### src/hw/rtl/tfl_pkg.sv
package tfl_pkg;

  localparam int TAG_W     = 36;
  localparam int FRAME_W   = 20;
  localparam int OFF_W     = 12;
  localparam int LIDX_W    = 8;
  localparam int LINES_DEF = 32;

  typedef enum logic [1:0] {
    OP_LOOKUP = 2'd0,
    OP_FILL   = 2'd1,
    OP_WRITE  = 2'd2,
    OP_FLUSH  = 2'd3
  } op_t;

  typedef enum logic [1:0] {
    S_IDLE,
    S_SCAN,
    S_EXEC
  } state_t;

  typedef struct packed {
    logic               fill;
    logic               write;
    logic               flush;
    logic               promote;
    logic [TAG_W-1:0]   tag;
    logic [FRAME_W-1:0] frame;
    logic               live;
    logic [LIDX_W-1:0]  line_sel;
  } cell_cmd_t;

endpackage

### src/hw/rtl/tfl_cell.sv
module tfl_cell import tfl_pkg::*; #(
  parameter int LINES = LINES_DEF,
  parameter int ID    = 0,
  parameter int RW    = $clog2(LINES)
) (
  input  logic               clk,
  input  logic               rst_n,
  input  cell_cmd_t          cmd,
  input  logic [RW-1:0]      win_idx,
  input  logic [RW-1:0]      win_rank,
  input  logic               found_in,
  input  logic [RW-1:0]      rank_in,
  input  logic [RW-1:0]      idx_in,
  input  logic [FRAME_W-1:0] frame_in,
  output logic               found_out,
  output logic [RW-1:0]      rank_out,
  output logic [RW-1:0]      idx_out,
  output logic [FRAME_W-1:0] frame_out
);

  localparam logic [RW-1:0]     MY_IDX  = RW'(ID);
  localparam logic [LIDX_W-1:0] MY_LIDX = LIDX_W'(ID);
  localparam logic [RW-1:0]     TOP     = RW'(LINES - 1);

  logic [TAG_W-1:0]   tag_r;
  logic [FRAME_W-1:0] frame_r;
  logic               live_r;
  logic [RW-1:0]      rank_r;
  logic               found_r;
  logic [RW-1:0]      crank_r;
  logic [RW-1:0]      cidx_r;
  logic [FRAME_W-1:0] cframe_r;
  logic               take;

  assign take = live_r && (tag_r == cmd.tag) && (!found_in || rank_r > rank_in);

  always_ff @(posedge clk) begin
    if (!rst_n) begin
      live_r  <= 1'b0;
      rank_r  <= MY_IDX;
      found_r <= 1'b0;
    end else begin
      found_r <= found_in || take;
      if (cmd.fill) begin
        if (rank_r == '0) begin
          tag_r   <= cmd.tag;
          frame_r <= cmd.frame;
          live_r  <= 1'b1;
          rank_r  <= TOP;
        end else begin
          rank_r <= rank_r - RW'(1);
        end
      end
      if (cmd.write && cmd.line_sel == MY_LIDX) begin
        tag_r   <= cmd.tag;
        frame_r <= cmd.frame;
        live_r  <= cmd.live;
      end
      if (cmd.flush) begin
        live_r <= 1'b0;
      end
      if (cmd.promote) begin
        if (win_idx == MY_IDX) begin
          rank_r <= TOP;
        end else if (rank_r > win_rank) begin
          rank_r <= rank_r - RW'(1);
        end
      end
    end
  end

  always_ff @(posedge clk) begin
    crank_r  <= take ? rank_r : rank_in;
    cidx_r   <= take ? MY_IDX : idx_in;
    cframe_r <= take ? frame_r : frame_in;
  end

  assign found_out = found_r;
  assign rank_out  = crank_r;
  assign idx_out   = cidx_r;
  assign frame_out = cframe_r;

endmodule

### src/hw/rtl/tlb_fully_assoc_lru_unit.sv
// Fully associative TLB, LINES lines, exact LRU order.
// Input: an item is transferred at a clock edge with start high and busy low.
// Operations: lookup, fill (overwrites the least recent line), write line by
// index (order untouched, out-of-range index flagged in out_status), flush.
// Output: every item gives one result, shown for one cycle with out_valid high.
// The receiver cannot stall; results are never held.
// Lookup: the tag match result travels down the row of line cells, one cell
// per cycle, and out_valid rises through the output register after the last
// cell; the next item can be taken once the result is shown.
// Fill, write and flush: the item passes the execute state and then the
// output register; the next item can be taken once the result is shown.
// busy is high from the transfer until the cycle that shows the result.
// Reset (rst_n low, synchronous): all lines invalid, line i holds rank i,
// no result pending.
module tlb_fully_assoc_lru_unit import tfl_pkg::*; #(
  parameter int LINES = LINES_DEF
) (
  input  logic               clk,
  input  logic               rst_n,
  input  logic               start,
  output logic               busy,
  input  logic [1:0]         in_operation,
  input  logic [TAG_W-1:0]   in_virtual_page,
  input  logic [OFF_W-1:0]   in_offset_in,
  input  logic [FRAME_W-1:0] in_fill_phys_page,
  input  logic [LIDX_W-1:0]  in_line_sel,
  input  logic               in_entry_valid,
  output logic               out_valid,
  output logic               out_hit,
  output logic [FRAME_W-1:0] out_phys_page,
  output logic [OFF_W-1:0]   out_offset_out,
  output logic               out_status
);

  localparam int RW = $clog2(LINES);
  localparam int CW = $clog2(LINES + 1);

  state_t             state_r, state_nxt;
  logic [CW-1:0]      cnt_r, cnt_nxt;
  op_t                op_r;
  logic [TAG_W-1:0]   vpage_r;
  logic [OFF_W-1:0]   off_r;
  logic [FRAME_W-1:0] frame_r;
  logic [LIDX_W-1:0]  lidx_r;
  logic               live_r;
  logic               out_valid_r, out_valid_nxt;
  logic               out_hit_r, out_hit_nxt;
  logic [FRAME_W-1:0] out_page_r, out_page_nxt;
  logic [OFF_W-1:0]   out_off_r, out_off_nxt;
  logic               out_status_r, out_status_nxt;
  logic               accept;
  logic               scan_done;
  logic               in_range;
  cell_cmd_t          cmd;

  logic               found_c [0:LINES];
  logic [RW-1:0]      rank_c  [0:LINES];
  logic [RW-1:0]      idx_c   [0:LINES];
  logic [FRAME_W-1:0] frame_c [0:LINES];

  assign accept    = start && !busy;
  assign scan_done = (state_r == S_SCAN) && (cnt_r == CW'(LINES));
  assign in_range  = {1'b0, lidx_r} < (LIDX_W + 1)'(LINES);

  always_comb begin
    state_nxt = state_r;
    case (state_r)
      S_IDLE: begin
        if (start) begin
          state_nxt = (op_t'(in_operation) == OP_LOOKUP) ? S_SCAN : S_EXEC;
        end
      end
      S_SCAN: begin
        if (scan_done) begin
          state_nxt = S_IDLE;
        end
      end
      S_EXEC:  state_nxt = S_IDLE;
      default: state_nxt = S_IDLE;
    endcase
  end

  always_comb begin
    busy           = (state_r != S_IDLE);
    cnt_nxt        = (state_r == S_SCAN) ? cnt_r + CW'(1) : '0;
    cmd.fill       = (state_r == S_EXEC) && (op_r == OP_FILL);
    cmd.write      = (state_r == S_EXEC) && (op_r == OP_WRITE) && in_range;
    cmd.flush      = (state_r == S_EXEC) && (op_r == OP_FLUSH);
    cmd.promote    = scan_done && found_c[LINES];
    cmd.tag        = vpage_r;
    cmd.frame      = frame_r;
    cmd.live       = live_r;
    cmd.line_sel   = lidx_r;
    out_valid_nxt  = scan_done || (state_r == S_EXEC);
    out_hit_nxt    = scan_done && found_c[LINES];
    out_page_nxt   = out_hit_nxt ? frame_c[LINES] : '0;
    out_off_nxt    = out_hit_nxt ? off_r : '0;
    out_status_nxt = (state_r == S_EXEC) && (op_r == OP_WRITE) && !in_range;
  end

  always_ff @(posedge clk) begin
    if (!rst_n) begin
      state_r     <= S_IDLE;
      cnt_r       <= '0;
      out_valid_r <= 1'b0;
    end else begin
      state_r     <= state_nxt;
      cnt_r       <= cnt_nxt;
      out_valid_r <= out_valid_nxt;
    end
  end

  always_ff @(posedge clk) begin
    if (accept) begin
      op_r    <= op_t'(in_operation);
      vpage_r <= in_virtual_page;
      off_r   <= in_offset_in;
      frame_r <= in_fill_phys_page;
      lidx_r  <= in_line_sel;
      live_r  <= in_entry_valid;
    end
    out_hit_r    <= out_hit_nxt;
    out_page_r   <= out_page_nxt;
    out_off_r    <= out_off_nxt;
    out_status_r <= out_status_nxt;
  end

  assign found_c[0] = 1'b0;
  assign rank_c[0]  = '0;
  assign idx_c[0]   = '0;
  assign frame_c[0] = '0;

  for (genvar i = 0; i < LINES; i++) begin : g_cell
    tfl_cell #(
      .LINES(LINES),
      .ID   (i),
      .RW   (RW)
    ) u_cell (
      .clk      (clk),
      .rst_n    (rst_n),
      .cmd      (cmd),
      .win_idx  (idx_c[LINES]),
      .win_rank (rank_c[LINES]),
      .found_in (found_c[i]),
      .rank_in  (rank_c[i]),
      .idx_in   (idx_c[i]),
      .frame_in (frame_c[i]),
      .found_out(found_c[i+1]),
      .rank_out (rank_c[i+1]),
      .idx_out  (idx_c[i+1]),
      .frame_out(frame_c[i+1])
    );
  end

  assign out_valid      = out_valid_r;
  assign out_hit        = out_hit_r;
  assign out_phys_page  = out_page_r;
  assign out_offset_out = out_off_r;
  assign out_status     = out_status_r;

  a_result_after_work: assert property (@(posedge clk) disable iff (!rst_n)
    out_valid |-> $past(busy))
    else $error("result without work in progress");

  a_no_back_to_back: assert property (@(posedge clk) disable iff (!rst_n)
    out_valid |=> !out_valid)
    else $error("two results in consecutive cycles");

  a_hit_status: assert property (@(posedge clk) disable iff (!rst_n)
    out_valid && out_hit |-> !out_status)
    else $error("hit with error status");

  a_miss_zero: assert property (@(posedge clk) disable iff (!rst_n)
    out_valid && !out_hit |-> out_phys_page == '0 && out_offset_out == '0)
    else $error("miss with nonzero payload");

  a_accept_busy: assert property (@(posedge clk) disable iff (!rst_n)
    accept |=> busy)
    else $error("transfer did not raise busy");

endmodule
### config.mk
export PLATFORM = sky130hd
export DESIGN_NAME = tlb_fully_assoc_lru_unit
export DESIGN_NICKNAME = d
export VERILOG_FILES = /design/src/hw/rtl/tfl_pkg.sv /design/src/hw/rtl/tfl_cell.sv /design/src/hw/rtl/tlb_fully_assoc_lru_unit.sv
export SDC_FILE = /design/constraint.sdc
export NUM_CORES = 2
export LEC_CHECK = 0
export ABC_AREA = 1
export CAP_MARGIN = 40
export CELL_PAD_IN_SITES_DETAIL_PLACEMENT = 1
export CELL_PAD_IN_SITES_GLOBAL_PLACEMENT = 2
export CORE_MARGIN = 4
export CORE_UTILIZATION = 45
export DETAILED_ROUTE_END_ITERATION = 12
export DONT_BUFFER_PORTS = 1
export PLACE_DENSITY_LB_ADDON = 0.25
export SYNTH_ARGS = -nofsm -noshare
export SYNTH_HDL_FRONTEND = slang
export SYNTH_SLANG_ARGS = --single-unit
### constraint.sdc
create_clock -name clk -period 8.67 [get_ports clk]
set_clock_uncertainty 0.15 [all_clocks]
set_input_delay 1.3005 -clock clk [delete_from_list [all_inputs] [get_ports clk]]
set_output_delay 1.3005 -clock clk [all_outputs]
set_load 0.05 [all_outputs]
==> flow_summary_export.csv <==
group,metric,value,unit
status,status,"completed",
synth,synth_area_per_cell,9.49,µm²
clock_network,clk_latency,950,ps
hold_path,holdPathStages,2,
place,io_buffers,0,
sta,worstMarginPinSlew,992,ps
floorplanning,die_w,546,µm
place,dpl_worst_slack,3970,ps
final_layout,area_growth,12.4,%
route,first_iter_violations,9867,
floorplanning,initial_utilization,0.452,
sta,tns,0,ps
synth,synth.net_count,14100,
final_layout,drive_above_1_share,0.0719,
sta,relSlewSlack,0.338,
synth,ys_top_cells_by_area,"edfxtp_1, dfxtp_1, nand2_1",
route,wire_per_inst,26.3,µm
route,met2_length,226000,µm
synth,synth_top_cell_by_area,"edfxtp_1",
route,wl_met3,30400,µm
place,place_area,135000,µm²
pwr,power_frac_clock,0.454,
flow_run,maxCapViolCount,0,
pwr,ir_worst_vdd,0.196,mV
sta,hold_viol_final,0,
pwr,internal-power,23.9,mW
final_layout,final_common_cell,"nand2_1",
final_layout,final_area,146000,µm²
floorplanning,die_area,298000,µm²
hold_path,hold_class,"flop to flop",
sta,slew_violations,0,
synth,ys_ff_latch,3067,
global_routing,grt_antenna_before_repair,39,
global_routing,grt_max_degree,96,
sta,fin_crit_sh,0.553,
route,routed_wl,470000,µm
clock_network,hold_buffers,0,
sta,hold_ws,259,ps
setup_path,critPathKind,"flop to flop",
setup_path,critPathLaunchType,"flop",
synth,netlist.area_leader.share,0.432,
final_layout,mostFrequentLayoutCells,"nand2_1, edfxtp_1, inv_1",
setup_path,path_buf_inv,4,
floorplanning,core_area,288000,µm²
setup_path,reg2reg_depth,11,
global_routing,grt_pass1_vias,103000,
global_routing,grt-ovfl-total,0,
synth,syn_area,130000,µm²
setup_path,crit_path_end_kind,"flop",
floorplanning,ios,118,
place,gp_congestion,0.869,
route,via_per_inst,5.63,
clock_network,cts_made_buffers,335,
pwr,seq_power_share,0.499,
route,num_vias,101000,
synth,synth_flop_cell,"edfxtp_1",
synth,ys_warn_count,0,
sta,rsz0062_at_grt,"no",
clock_network,clockRootBuffer,"clkbuf_16",
sta,fin_crit,4790,ps
route,drc,0,
route,drt_pass1_iterations,6,
synth,ys_types,42,
setup_path,critPathArrivalTime,5190,ps
clock_network,cts_setup_buffers,0,
pwr,p_leak,60.8,nW
setup_path,critPathTopFamily,"simple AND/OR/NAND/NOR gates",
clock_network,cts_resized,0,
clock_network,cts.sinks,3067,
clock_network,clock_path_buffers,4,
final_layout,final_cells,17900,
setup_path,path_cells,"inv_1 -> nor2_1 -> nand3_1 -> nor2_1 -> inv_1 -> nor2_1 -> nand3_1 -> nand2_1 -> nand2_1 -> inv_2 -> buf_4",
clock_network,cts_tree,"yes",
setup_path,worstPathRequired,9070,ps
pwr,pwr-share-comb,0.047,
place,place_hpwl,302000,µm
sta,finalWorstSetupSlack,3880,ps
synth,synthArstFlopShare,0,
route,ant_nets,0,
sta,setup_viol,0,
global_routing,grt_usage,0.307,
synth,synth-edff-count,1871,
clock_network,htreeDepth,5,
setup_path,slowest_delay,640,ps
clock_network,clk_pin_slew,60,ps
setup_path,worst_path_most_repeated_cell,"nor2_1",
final_layout,fillCellCount,32000,
sta,max_freq,209,MHz
synth,syn_inst,13700,
route,wl_met1,194000,µm
synth,yosysSeqAreaShare,0.616,
floorplanning,dieHeight,546,µm
final_layout,fin_util,0.508,
floorplanning,row_count,197,
route,dr.max_layer_used,"met5",
setup_path,cp_num_cells,11,
pwr,power.switching,7.26,mW
pwr,power,31.2,mW
setup_path,worst-path-max-fanout,33,
setup_path,slowest_stage,"nor2_1",
place,dp_cells,17200,
pwr,powerDensity,213,nW/µm²
pwr,switching_share,0.233,
global_routing,grt_pass1_wl,684000,µm
final_layout,nets,14200,
[per-layer routing]
metal,vias to the layer above,GRT usage
li1,45300,-
met5,-,0
met3,847,0.0383
met2,3611,0.521
met4,6,0.114
met1,50700,0.405
[cell families (layout without fill, tap and decap cells)]
group	count (synthesis)	after routing	share of synthesized area
AOI/OAI and AO/OA	702	702	0.0286
xor gates and xnor gates	298	298	0.0201
adders and majority gates	349	349	0.0336
buffers and inverters	1903	2253	0.0600
DFF	3067	3067	0.616
other	0	13	0
and+or+nand+nor	7388	7388	0.242
[worst paths after layout]
path	end	slack [ps]	start
setup / recovery	g_cell[0].u_cell.tag_r[32]	3880	state_r[1]
hold reg to reg	g_cell[1].u_cell.frame_out[2]	260	g_cell[0].u_cell.frame_out[2]
hold / removal	g_cell[1].u_cell.frame_out[2]	260	g_cell[0].u_cell.frame_out[2]
setup reg to reg	g_cell[0].u_cell.tag_r[32]	3880	state_r[1]
[registers in the layout, indices dropped and copies added (netlist names)]
register                 count
g_cell.u_cell.found_out     32
op_r                         2
g_cell.u_cell.rank_r       160
out_valid                    1
g_cell.u_cell.frame_r      640
g_cell.u_cell.rank_out     160
lidx_r                       8
g_cell.u_cell.live_r        32
out_status                   1
live_r                       1
state_r                      2
out_offset_out              12
out_hit                      1
g_cell.u_cell.frame_out    640
off_r                       12
cnt_r                        6
g_cell.u_cell.tag_r       1152
vpage_r                     36
frame_r                     20
out_phys_page               20
g_cell.u_cell.idx_out      129
[power groups by stage]
stage                     sequential (mW)  clock (mW)  combinational [mW]
after floorplan                      16.0           0               0.651
after global placement               15.9           0                1.39
after detailed placement             15.9           0                1.44
after CTS                            15.6        14.3                1.44
after global routing                 15.6        15.0                1.53
final                                15.6        14.2                1.46
[cells in the mapped netlist (6+ instances only)]
| cell type | count |
|---|---|
| a21boi_0 | 8 |
| a21oi_1 | 238 |
| and2_1 | 24 |
| buf_1 | 19 |
| buf_2 | 339 |
| buf_4 | 29 |
| buf_6 | 15 |
| clkbuf_1 | 160 |
| dfxtp_1 | 1196 |
| edfxtp_1 | 1871 |
| ha_1 | 349 |
| inv_1 | 1289 |
| inv_2 | 47 |
| nand2_1 | 4861 |
| nand3_1 | 384 |
| nand3_4 | 6 |
| nand3b_1 | 37 |
| nand4_1 | 927 |
| nor2_1 | 941 |
| nor2_2 | 32 |
| nor2_4 | 33 |
| nor3_1 | 87 |
| nor3b_1 | 6 |
| o211ai_1 | 14 |
| o21a_1 | 7 |
| o21ai_0 | 313 |
| o21ai_1 | 30 |
| o22ai_1 | 77 |
| or2_2 | 41 |
| xnor2_1 | 209 |
| xor2_1 | 89 |
[final cells by class]
cell class | count | area, µm² | share of cell area
Timing Repair Buffer | 306 | 3120 | 0.0214
Clock buffer | 443 | 9390 | 0.0643
Antenna cell | 13 | 32.5 | 0.000223
Clock inverter | 163 | 1370 | 0.00940
Inverter | 1341 | 5060 | 0.0346
Tap cell | 3781 | 4730 | 0.0324
Sequential cell | 3067 | 80100 | 0.548
Multi-Input combinational cell | 8737 | 42300 | 0.289
[worst register-to-register path, stage by stage (launching register included)]
cell     delay [ps]
dfxtp_1         390
inv_1            60
nor2_1          210
nand3_1         530
nor2_1          440
inv_1           140
nor2_1          640
nand3_1         520
nand2_1         230
nand2_1          90
inv_2           500
buf_4           520
(Power assumes the default switching activity.)
